==> src/hdl/rpfg_pkg.sv <==
// Shared types, codes and constants for the RC pulse failsafe gate.
// No dependencies; every other file in hdl/ imports this package.
`timescale 1ns / 1ps

package rpfg_pkg;

    // Timing constants, microseconds
    localparam logic [31:0] TIMEOUT_US       = 32'd100000;
    localparam logic [11:0] ARM_TOP_US       = 12'd1710;
    localparam logic [11:0] ARM_BOTTOM_US    = 12'd1204;
    localparam logic [11:0] ARM_TOLERANCE_US = 12'd50;

    // Item command codes
    localparam logic CMD_EDGE = 1'b0;
    localparam logic CMD_POLL = 1'b1;

    // Channel codes
    localparam logic [1:0] CH_MOTOR = 2'd0;
    localparam logic [1:0] CH_STEER = 2'd1;
    localparam logic [1:0] CH_ARM   = 2'd2;
    localparam int unsigned NUM_CH  = 3;

    // Register indexes
    localparam int unsigned NUM_REGS = 8;
    localparam int unsigned REG_IDX_W = $clog2(NUM_REGS);
    localparam int unsigned PADDR_W   = REG_IDX_W + 2;

    localparam logic [REG_IDX_W-1:0] REG_MOTOR_LO  = 3'd0;
    localparam logic [REG_IDX_W-1:0] REG_MOTOR_HI  = 3'd1;
    localparam logic [REG_IDX_W-1:0] REG_STEER_LO  = 3'd2;
    localparam logic [REG_IDX_W-1:0] REG_STEER_HI  = 3'd3;
    localparam logic [REG_IDX_W-1:0] REG_ARM_LO    = 3'd4;
    localparam logic [REG_IDX_W-1:0] REG_ARM_HI    = 3'd5;
    localparam logic [REG_IDX_W-1:0] REG_MOTOR_NTR = 3'd6;
    localparam logic [REG_IDX_W-1:0] REG_STEER_NTR = 3'd7;

    // Register reset values
    localparam logic [11:0] RST_MOTOR_LO  = 12'd976;
    localparam logic [11:0] RST_MOTOR_HI  = 12'd2415;
    localparam logic [11:0] RST_STEER_LO  = 12'd742;
    localparam logic [11:0] RST_STEER_HI  = 12'd2266;
    localparam logic [11:0] RST_ARM_LO    = 12'd963;
    localparam logic [11:0] RST_ARM_HI    = 12'd2052;
    localparam logic [11:0] RST_MOTOR_NTR = 12'd1528;
    localparam logic [11:0] RST_STEER_NTR = 12'd1376;

    // State reset values
    localparam logic [11:0] RST_ARM_WIDTH = 12'd1204;

    typedef struct packed {
        logic [11:0] motor_accept_low;
        logic [11:0] motor_accept_high;
        logic [11:0] steer_accept_low;
        logic [11:0] steer_accept_high;
        logic [11:0] arm_accept_low;
        logic [11:0] arm_accept_high;
        logic [11:0] motor_neutral;
        logic [11:0] steer_neutral;
    } cfg_t;

    typedef struct packed {
        logic        cmd;
        logic [1:0]  channel;
        logic [31:0] now_us;
    } item_t;

    typedef struct packed {
        logic        locked;
        logic [11:0] motor_drive_us;
        logic [11:0] steer_drive_us;
        logic [11:0] motor_width_us;
        logic [11:0] steer_width_us;
        logic [11:0] arm_width_us;
        logic        pulse_accepted;
        logic        signal_lost;
    } result_t;

endpackage

==> src/hdl/rpfg_cfg_regs.sv <==
// APB-style configuration register file for the RC pulse failsafe gate.
// Depends on rpfg_pkg for register indexes, reset values and cfg_t.
`timescale 1ns / 1ps

module rpfg_cfg_regs
    import rpfg_pkg::*;
(
    input  logic               clk,
    input  logic               rst_n,
    input  logic               psel,
    input  logic               penable,
    input  logic               pwrite,
    input  logic [PADDR_W-1:0] paddr,
    input  logic [31:0]        pwdata,
    output logic [31:0]        prdata,
    output logic               pready,
    output cfg_t               cfg
);

    cfg_t                 cfg_reg;
    cfg_t                 cfg_next;
    logic [REG_IDX_W-1:0] idx;
    logic                 wr_en;
    logic [11:0]          wval;
    logic [11:0]          rval;

    assign pready = 1'b1;
    assign idx    = paddr[PADDR_W-1:2];
    assign wr_en  = psel && penable && pwrite && pready;
    assign wval   = pwdata[11:0];
    assign cfg    = cfg_reg;

    // Decode the write beat
    always_comb
    begin
        cfg_next = cfg_reg;
        if (wr_en)
        begin
            unique case (idx)
                REG_MOTOR_LO:  cfg_next.motor_accept_low  = wval;
                REG_MOTOR_HI:  cfg_next.motor_accept_high = wval;
                REG_STEER_LO:  cfg_next.steer_accept_low  = wval;
                REG_STEER_HI:  cfg_next.steer_accept_high = wval;
                REG_ARM_LO:    cfg_next.arm_accept_low    = wval;
                REG_ARM_HI:    cfg_next.arm_accept_high   = wval;
                REG_MOTOR_NTR: cfg_next.motor_neutral     = wval;
                REG_STEER_NTR: cfg_next.steer_neutral     = wval;
                default:       cfg_next = cfg_reg;
            endcase
        end
    end

    // Read mux
    always_comb
    begin
        unique case (idx)
            REG_MOTOR_LO:  rval = cfg_reg.motor_accept_low;
            REG_MOTOR_HI:  rval = cfg_reg.motor_accept_high;
            REG_STEER_LO:  rval = cfg_reg.steer_accept_low;
            REG_STEER_HI:  rval = cfg_reg.steer_accept_high;
            REG_ARM_LO:    rval = cfg_reg.arm_accept_low;
            REG_ARM_HI:    rval = cfg_reg.arm_accept_high;
            REG_MOTOR_NTR: rval = cfg_reg.motor_neutral;
            REG_STEER_NTR: rval = cfg_reg.steer_neutral;
            default:       rval = 12'd0;
        endcase
    end

    assign prdata = {20'd0, rval};

    // Hold the registers
    always_ff @(posedge clk or negedge rst_n)
    begin
        if (!rst_n)
        begin
            cfg_reg.motor_accept_low  <= RST_MOTOR_LO;
            cfg_reg.motor_accept_high <= RST_MOTOR_HI;
            cfg_reg.steer_accept_low  <= RST_STEER_LO;
            cfg_reg.steer_accept_high <= RST_STEER_HI;
            cfg_reg.arm_accept_low    <= RST_ARM_LO;
            cfg_reg.arm_accept_high   <= RST_ARM_HI;
            cfg_reg.motor_neutral     <= RST_MOTOR_NTR;
            cfg_reg.steer_neutral     <= RST_STEER_NTR;
        end
        else
        begin
            cfg_reg <= cfg_next;
        end
    end

endmodule

==> src/hdl/rpfg_gate_core.sv <==
// Gate state and single-pass update logic: loss check, width measure,
// window test, drive gating and arm-button lock. Depends on rpfg_pkg.
`timescale 1ns / 1ps

module rpfg_gate_core
    import rpfg_pkg::*;
(
    input  logic    clk,
    input  logic    rst_n,
    input  cfg_t    cfg,
    input  item_t   item,
    input  logic    fire,
    output result_t result
);

    logic [31:0] last_reg   [NUM_CH];
    logic [31:0] last_next  [NUM_CH];
    logic        lock_reg, lock_next;
    logic [11:0] mdrv_reg, mdrv_next;
    logic [11:0] sdrv_reg, sdrv_next;
    logic [11:0] mwid_reg, mwid_next;
    logic [11:0] swid_reg, swid_next;
    logic [11:0] awid_reg, awid_next;

    logic [31:0] age [NUM_CH];
    logic        lost;
    logic        is_edge;
    logic [31:0] w;
    logic [11:0] lo, hi;
    logic        in_window;
    logic        accepted;
    logic [11:0] w12;
    logic        near_bottom, near_top;

    // Age of every channel's last edge
    always_comb
    begin
        lost = 1'b0;
        for (int i = 0; i < NUM_CH; i++)
        begin
            age[i] = item.now_us - last_reg[i];
            if (age[i] > TIMEOUT_US)
                lost = 1'b1;
        end
    end

    // Select the width and window of the edge channel
    assign is_edge = (item.cmd == CMD_EDGE) && (item.channel <= CH_ARM);

    always_comb
    begin
        case (item.channel)
            CH_MOTOR:
            begin
                w  = age[0];
                lo = cfg.motor_accept_low;
                hi = cfg.motor_accept_high;
            end
            CH_STEER:
            begin
                w  = age[1];
                lo = cfg.steer_accept_low;
                hi = cfg.steer_accept_high;
            end
            CH_ARM:
            begin
                w  = age[2];
                lo = cfg.arm_accept_low;
                hi = cfg.arm_accept_high;
            end
            default:
            begin
                w  = 32'd0;
                lo = 12'd0;
                hi = 12'd0;
            end
        endcase
    end

    assign in_window = (w > {20'd0, lo}) && (w < {20'd0, hi});
    assign accepted  = is_edge && in_window;
    assign w12       = w[11:0];

    // Button level test: |w - level| < tolerance, kept non-negative
    assign near_bottom = ({1'b0, w12} + {1'b0, ARM_TOLERANCE_US} > {1'b0, ARM_BOTTOM_US})
                      && ({1'b0, w12} < {1'b0, ARM_BOTTOM_US} + {1'b0, ARM_TOLERANCE_US});
    assign near_top    = ({1'b0, w12} + {1'b0, ARM_TOLERANCE_US} > {1'b0, ARM_TOP_US})
                      && ({1'b0, w12} < {1'b0, ARM_TOP_US} + {1'b0, ARM_TOLERANCE_US});

    // Next state for this item
    always_comb
    begin
        lock_next = lock_reg;
        mdrv_next = mdrv_reg;
        sdrv_next = sdrv_reg;
        mwid_next = mwid_reg;
        swid_next = swid_reg;
        awid_next = awid_reg;
        for (int i = 0; i < NUM_CH; i++)
            last_next[i] = last_reg[i];

        // Force neutral on signal loss
        if (lost)
        begin
            lock_next = 1'b1;
            mdrv_next = cfg.motor_neutral;
            sdrv_next = cfg.steer_neutral;
        end

        if (accepted)
        begin
            case (item.channel)
                CH_MOTOR:
                begin
                    mwid_next = w12;
                    if (!lock_next)
                        mdrv_next = w12;
                end
                CH_STEER:
                begin
                    swid_next = w12;
                    if (!lock_next)
                        sdrv_next = w12;
                end
                CH_ARM:
                begin
                    awid_next = w12;
                    if (near_bottom)
                    begin
                        lock_next = 1'b1;
                        mdrv_next = cfg.motor_neutral;
                        sdrv_next = cfg.steer_neutral;
                    end
                    if (near_top)
                        lock_next = 1'b0;
                end
                default:
                begin
                    mwid_next = mwid_reg;
                end
            endcase
        end

        // Stamp the edge even when its width is rejected
        if (is_edge)
        begin
            for (int i = 0; i < NUM_CH; i++)
                if (item.channel == i[1:0])
                    last_next[i] = item.now_us;
        end
    end

    // Result carries the values after the update
    always_comb
    begin
        result.locked         = lock_next;
        result.motor_drive_us = mdrv_next;
        result.steer_drive_us = sdrv_next;
        result.motor_width_us = mwid_next;
        result.steer_width_us = swid_next;
        result.arm_width_us   = awid_next;
        result.pulse_accepted = accepted;
        result.signal_lost    = lost;
    end

    // Advance state when the item leaves the input register
    always_ff @(posedge clk or negedge rst_n)
    begin
        if (!rst_n)
        begin
            for (int i = 0; i < NUM_CH; i++)
                last_reg[i] <= 32'd0;
            lock_reg <= 1'b1;
            mdrv_reg <= RST_MOTOR_NTR;
            sdrv_reg <= RST_STEER_NTR;
            mwid_reg <= RST_MOTOR_NTR;
            swid_reg <= RST_STEER_NTR;
            awid_reg <= RST_ARM_WIDTH;
        end
        else if (fire)
        begin
            for (int i = 0; i < NUM_CH; i++)
                last_reg[i] <= last_next[i];
            lock_reg <= lock_next;
            mdrv_reg <= mdrv_next;
            sdrv_reg <= sdrv_next;
            mwid_reg <= mwid_next;
            swid_reg <= swid_next;
            awid_reg <= awid_next;
        end
    end

endmodule

==> src/hdl/rc_pulse_failsafe_gate.sv <==
// Top level of the RC pulse failsafe gate: input register, gate core,
// result register and configuration port. Depends on rpfg_pkg and submodules.
`timescale 1ns / 1ps

// Each item beat (an edge on motor, steering or arm channel, or a poll) gives
// exactly one result beat, and a new item can be taken every cycle unless a
// stalled result holds an item in the input register. The item sits in an input
// register, the gate core runs the loss check, width window and lock logic in
// one pass and updates its state as the item moves to the result register.
// Throughput is one beat per cycle as long as the result side does not stall; a
// stalled result holds in its register while one more item is taken into the
// input register. The configuration registers are 12 bits wide at byte
// addresses 4*i and should be written only while no item is in flight.
module rc_pulse_failsafe_gate
    import rpfg_pkg::*;
(
    input  logic               clk,
    input  logic               rst_n,
    input  logic               item_valid,
    output logic               item_stall,
    input  item_t              item,
    output logic               result_valid,
    input  logic               result_stall,
    output result_t            result,
    input  logic               psel,
    input  logic               penable,
    input  logic               pwrite,
    input  logic [PADDR_W-1:0] paddr,
    input  logic [31:0]        pwdata,
    output logic [31:0]        prdata,
    output logic               pready
);

    cfg_t    cfg;
    item_t   item_reg;
    logic    item_vld_reg, item_vld_next;
    result_t res_reg;
    result_t core_res;
    logic    res_vld_reg, res_vld_next;
    logic    res_free;
    logic    fire;
    logic    take;

    rpfg_cfg_regs u_cfg (
        .clk     (clk),
        .rst_n   (rst_n),
        .psel    (psel),
        .penable (penable),
        .pwrite  (pwrite),
        .paddr   (paddr),
        .pwdata  (pwdata),
        .prdata  (prdata),
        .pready  (pready),
        .cfg     (cfg)
    );

    rpfg_gate_core u_core (
        .clk    (clk),
        .rst_n  (rst_n),
        .cfg    (cfg),
        .item   (item_reg),
        .fire   (fire),
        .result (core_res)
    );

    // Handshake: result register frees when empty or taken
    assign res_free   = !res_vld_reg || !result_stall;
    assign fire       = item_vld_reg && res_free;
    assign item_stall = item_vld_reg && !res_free;
    assign take       = item_valid && !item_stall;

    assign item_vld_next = take || (item_vld_reg && !fire);
    assign res_vld_next  = fire || (res_vld_reg && result_stall);

    assign result_valid = res_vld_reg;
    assign result       = res_reg;

    // Hold valid flags
    always_ff @(posedge clk or negedge rst_n)
    begin
        if (!rst_n)
        begin
            item_vld_reg <= 1'b0;
            res_vld_reg  <= 1'b0;
        end
        else
        begin
            item_vld_reg <= item_vld_next;
            res_vld_reg  <= res_vld_next;
        end
    end

    // Load payload registers
    always_ff @(posedge clk)
    begin
        if (take)
            item_reg <= item;
        if (fire)
            res_reg <= core_res;
    end

endmodule

==> config.mk <==
export PLATFORM = sky130hd
export DESIGN_NAME = rc_pulse_failsafe_gate
export DESIGN_NICKNAME = d
export VERILOG_FILES = /design/src/hdl/rpfg_pkg.sv /design/src/hdl/rpfg_cfg_regs.sv /design/src/hdl/rpfg_gate_core.sv /design/src/hdl/rc_pulse_failsafe_gate.sv
export SDC_FILE = /design/constraint.sdc
export NUM_CORES = 1
export LEC_CHECK = 0
export BUFFER_PORTS_ARGS = -buffer_cell sky130_fd_sc_hd__buf_2
export CAP_MARGIN = 20
export CORE_ASPECT_RATIO = 0.5
export CORE_MARGIN = 4
export CORE_UTILIZATION = 35
export CTS_CLUSTER_SIZE = 14
export DETAILED_ROUTE_END_ITERATION = 10
export GPL_ROUTABILITY_DRIVEN = 0
export PLACE_DENSITY = 0.54
export SLEW_MARGIN = 20
export SYNTH_ARGS = -nofsm -noshare
export SYNTH_HDL_FRONTEND = slang
export SYNTH_SLANG_ARGS = --single-unit
==> constraint.sdc <==
create_clock -name clk -period 7.4 [get_ports clk]
set_clock_uncertainty 0.15 [all_clocks]
set_input_delay 0.37 -clock clk [delete_from_list [all_inputs] [get_ports clk]]
set_output_delay 0.37 -clock clk [all_outputs]
set_load 0.02 [all_outputs]
# Yosys cells after proc, flatten, opt, wreduce, memory -nomap -nowiden
# Cells that the tools add are included.
# W data, S select, Z words.
dict set report totals {
  memories 0
  out_inout_bits 98
  ram_bits 0
  inputBits 79
  register_bits 353
  romBits 0
  elab_cells 115
  latchBits 0
}
dict set report classes {
  mul 0
  n_bitwise 1
  n_shift 0
  reduce_logical 33
  add_sub_neg 4
  eq_ne 9
  muxes 28
  magnitude_cmp 10
  div_mod_pow 0
}
# cell count
set op_table {}
lappend op_table {{$mux W12} 14}
lappend op_table {{$gt A32 B17 Y1 const B} 3}
lappend op_table {{$pmux W12 S8} 1}
lappend op_table {{$pmux W32 S3} 1}
lappend op_table {{$sub A32 B32 Y32} 3}
lappend op_table {{$pmux W12 S3} 2}
lappend op_table {{$pmux W12 S2} 2}
lappend op_table {{$gt A32 B12 Y1} 1}
lappend op_table {{$lt A32 B12 Y1} 1}
lappend op_table {{$gt A13 B11 Y1 const B} 2}
lappend op_table {{$lt A12 B11 Y1 const B} 2}
lappend op_table {{$reduce_and A2 Y1} 8}
lappend op_table {{$add A12 B6 Y13 const B} 1}
lappend op_table {{$eq A3 B3 Y1 const B} 4}
lappend op_table {{$logic_and A1 B1 Y1} 12}
lappend op_table {{$reduce_and A3 Y1} 3}
lappend op_table {{$mux W1} 8}
lappend op_table {{$eq A3 B2 Y1 const B} 2}
lappend op_table {{$logic_not A1 Y1} 5}
lappend op_table {{$eq A3 B1 Y1 const B} 1}
lappend op_table {{$logic_not A3 Y1} 1}
lappend op_table {{$logic_or A1 B1 Y1} 3}
lappend op_table {{$eq A2 B1 Y1 const B} 1}
lappend op_table {{$eq A2 B2 Y1 const B} 1}
lappend op_table {{3 further kinds} 3}

# Depth between registers and ports, before layout
dict set report depth {
  ltp_word 10
  ltp_mapped 26
  depth_no_buf 25
}

# By module
# Synthesis repeated with hierarchy kept, for this count alone.
dict set report unflattened {
  cells_unflattened 2498
  hier_area_um2 23528.8
}
# mod instances seq_area_each_um2 area_per_inst_um2 cells_each
set by_module_without_submodules {}
lappend by_module_without_submodules {rpfg_gate_core 1 3963.8 15815.2 2030}
lappend by_module_without_submodules {rpfg_cfg_regs 1 2457.4 4678.2 362}
lappend by_module_without_submodules {rc_pulse_failsafe_gate 1 2992.9 3035.4 106}

# Least setup slack after synthesis
# OpenSTA, ideal clock, no wires.
dict set report synth_timing {
  path_type {reg2reg}
  start {register item_reg[0] in the netlist's numbering}
  end {register res_reg (netlist bit result[38]) (data pin)}
  synth_period_minus_slack_ns 5.364
  path_buffers 1
  arrival_ns 4.953
  slack_ns 2.036
  stages_incl_launch_ff 24
  setup_time_ns 0.261
  required_ns 6.989
  cell_sequence {edfxtp_1 -> inv_1 -> ha_1 -> inv_1 -> fa_1 -> a21o_1 -> a221o_1 -> a21oi_1 -> xnor2_1 -> a222oi_1 -> nor2_1 -> ha_1 -> and3_1 -> a41oi_1 -> nand3_1 -> a21oi_1 -> o211ai_1 -> nor3_1 -> and4_1 -> o21a_1 -> and3_2 -> a22oi_2 -> buf_2 -> a221o_1}
}
# element line_no
set synth_rtl {}
lappend synth_rtl {{start: declaration} rc_pulse_failsafe_gate.sv:35} ;# item_t item_reg;
lappend synth_rtl {{start signal: assignment} rc_pulse_failsafe_gate.sv:97} ;# item_reg <= item;
lappend synth_rtl {{end signal: assignment} rc_pulse_failsafe_gate.sv:99} ;# res_reg <= core_res;
lappend synth_rtl {{end: declaration} rc_pulse_failsafe_gate.sv:37} ;# result_t res_reg;

==> impl_results.md <==
- Post-Syn Area: 0.0240 mm2
- Sw Share: 39.9%
- Share of the synthesized area in the top cell type: 19.1%
- GRT overflow: 0
- ANT nets after route: 0
- Worst Path Buf+Inv: 3
- Final period util: 86.1%
- Final hold violation count: 0
- # IOs: 177
- Worst-Margin Slew: 1.08 ns
- Mapped Avg Cell Area: 9.80 um2
- Peak Freq: 0.157 GHz
- Routed wire per std cell: 20.7 um
- Max cap viols: 0
- Initial antenna violation count: 1
- Via count: 20000
- Post-synth EDFFs: 98
- Remaining DRCs: 0
- Family with the most delay on the worst path: compound AO/OA/AOI/OAI gates
- Internal Power: 5.17 mW
- WHS Endpoint: u_cfg.cfg[41]
- R2r startpoint: item_reg[0]
- First-pass GRT wire length: 113 mm
- Worst hold stages: 2
- Yosys cell types: 109
- FF-to-FF End: result[41]
- Clock Path Buffers: 3
- RSZ-0062 raised after global routing: false
- Inserted Diodes: 0
- Post-Place Cell Area: 0.0256 mm2
- WS Path Type: reg -> reg
- LEAKAGE: 11.5 nW
- Max_slew headroom: 27.3%
- Worst-path clk slew: 0.06 ns
- Largest cells by area after synthesis: dfrtp_1 19%, edfxtp_1 12%, mux2_2 11%, dfstp_2 7.9%, ha_1 6.4%
- Core area: 0.0675 mm2
- Reg area: 0.00941 mm2
- Layout cells sized above 1: 24.1%
- Post-CTS setup repair buffer count: 0
- DRT Pass-1 Iters: 6
- Initial core utilization: 35.6%
- Vias/cell: 5.68
- Crit path DAT: 6.65 ns
- Fin worst setup slack: 1.03 ns
- Die ar.: 0.0732 mm2
- Final nets: 2795
- Crit path time final: 6.37 ns
- Final WL: 72.8 mm
- Main flop type after synthesis: dfrtp_1
- Area of the multi-input gates: 0.0135 mm2
- P per Cell Area: 314 mW/mm2
- Comb power frac: 44.5%
- Worst reg2reg path depth: 22
- Placement Setup Slack: 1.12 ns
- Root Buffer: clkbuf_16
- Startpoint types: register
- Synth-to-layout area growth: 13.9%
- Slew Limit Fails: 0
- Crit path largest cell delay: 0.69 ns
- Final setup fails: 0
- Worst skew pair latency: 0.58 ns
- H-tree Lvls: 2
- Final instance area: 0.0274 mm2
- Synth cell count leaders: 238 x mux2_2, 208 x nand2_1, 183 x dfrtp_1
- Clock Power Share: 23.0%
- Post-DP HPWL: 53.3 mm
- WP data required: 7.68 ns
- TritonCTS buffer count: 40
- Port buffer count: 133
- Yosys top cell by area: dfrtp_1
- Setup TNS Final: 0 ns
- Num Clock Sinks: 353
- P_sw: 3.43 mW
- Cell with the biggest individual delay on the critical path: a22oi_2
- Chip Width: 379 um
- Total GRT Usage: 19.4%
- Outcome: finished, final reports clean
- Crit end category: register
- Worst path cell trace: inv_1, ha_1, inv_1, fa_1, a21o_1, a22oi_1, a21oi_1, xnor2_1, a222oi_1, buf_4, nor2_1, ha_1, a21o_1, a21oi_1, nand2_1, o211ai_1, nor3_1, and4_1, o21a_1, and3_2, a22oi_2, a221o_1
- 1st-iter DRT viols: 1639
- Sequential share of power: 32.5%
- Worst hold start: pwdata[5]
- Vias in the first global route: 19300
- Post-synthesis sequential area ratio: 39.2%
- Share of flip-flops with an asynchronous set or reset: 72.2%
- Row Count: 67
- # fillers: 6652
- Synth Warn #: 0
- Worst R2R Setup Slack: 1.03 ns
- Most numerous cell in the Yosys netlist: mux2_2
- Peak VDD IR: 199 uV
- Die Y: 193 um
- Largest net degree at the start of global routing: 164
- CP max FO: 16
- Post-synthesis register bit count: 353
- WP depth: 22
- Worst hold path type: in -> reg
- Cells after Synth: 2452
- CTS tree: yes
==> power by group through the flow <==
| stage | sequential, mW | combinational [mW] | clock [mW] |
|---|---|---|---|
| floorplan | 2.79 | 2.71 | 0 |
| CTS | 2.80 | 3.79 | 2.04 |
| global route | 2.85 | 4.21 | 2.12 |
| detailed placement | 2.83 | 3.75 | 0 |
| global placement | 2.82 | 3.72 | 0 |
| finish | 2.80 | 3.82 | 1.98 |
==> stage by stage <==
step | util, % | total power [mW] | instances | hold slack, ns
3_3_place_gp | 37.9 | 6.54 | 3395 | 0.305
5_1_grt | 40.6 | 9.18 | 3517 | 0.0225
6_report | 40.6 | 8.60 | 3517 | 0.0374
4_1_cts | 40.6 | 8.63 | 3517 | 0.00709
2_1_floorplan | - | 5.50 | 2471 | -0.0756
3_5_place_dp | 37.9 | 6.58 | 3395 | 0.315
==> cell type report <==
type,count,area share (%)
repair buffers,234,5.74
clock inverters,22,0.749
well taps,897,4.10
clock buffers,50,3.94
multi-input cells,1826,49.2
flip-flops and latches,353,34.4
inverters,135,1.86
==> metal layers <==
layer / part of all wire, % / GRT usage, % / up-vias / wire, um
met5: 0 / 0 / - / 0
met4: 1.7 / 4.14 / 0 / 1260
met3: 5.4 / 2.71 / 73 / 3970
met2: 46 / 31.4 / 546 / 33500
met1: 47 / 27.7 / 9942 / 34200
li1: - / - / 9403 / -
==> worst max path at each step <==
stage | startpoint | slack (ns) | end
after floorplan | item_reg[0] | 2.04 | result[38]
after global placement | item_reg[0] | 1.14 | result[41]
after detailed placement | item_reg[0] | 1.12 | u_core.mdrv_reg[0]
after CTS | item_reg[0] | 1.09 | result[41]
after global routing | item_reg[0] | 0.56 | u_core.sdrv_reg[10]
final | item_reg[0] | 1.03 | result[41]
==> placed cells by master (no fill, tap or decap), types with 47 or more instances in the layout <==
cell	Yosys	final
mux2_2	238	238
nand2_1	208	208
dfrtp_1	183	183
a21oi_1	160	160
inv_1	132	132
buf_2	27	132
nor2_1	128	128
ha_1	123	122
o21ai_0	117	117
edfxtp_1	98	98
dfstp_2	72	72
a21o_1	56	56
nand3_1	55	55
mux2i_1	51	51
dlygate4sd3_1	0	50
buf_4	26	50
nor3_1	51	47
==> worst register-to-register path: stages (launching register included) <==
cell	delay, ns
edfxtp_1	0.35
inv_1	0.18
ha_1	0.24
inv_1	0.07
fa_1	0.42
a21o_1	0.19
a22oi_1	0.26
a21oi_1	0.14
xnor2_1	0.38
a222oi_1	0.15
buf_4	0.22
nor2_1	0.49
ha_1	0.35
a21o_1	0.16
a21oi_1	0.18
nand2_1	0.07
o211ai_1	0.41
nor3_1	0.08
and4_1	0.22
o21a_1	0.22
and3_2	0.27
a22oi_2	0.69
a221o_1	0.33
==> repair_timing <==
| action | in CTS | in global routing |
|---|---|---|
| endpoints found under the hold margin | 210 | 0 |
| hold buffers | 50 | 0 |
| endpoints found under the setup margin | 0 | 0 |
| gates resized for setup | 0 | 0 |
==> kinds of logic (layout without fill, tap and decap cells) <==
| group | count (synthesis) | after routing | synth area share (%) |
|---|---|---|---|
| AO/OA/AOI/OAI | 655 | 655 | 19.0 |
| XOR/XNOR | 63 | 63 | 2.30 |
| adder cells (fa/ha/maj) | 126 | 126 | 6.65 |
| buffers and inverters | 292 | 441 | 5.15 |
| flip-flops | 353 | 353 | 39.2 |
| multiplexers | 294 | 294 | 13.7 |
| other | 2 | 21 | 0.0312 |
| AND/OR/NAND/NOR | 667 | 667 | 14.0 |
Power figures use the tool's default switching activity.
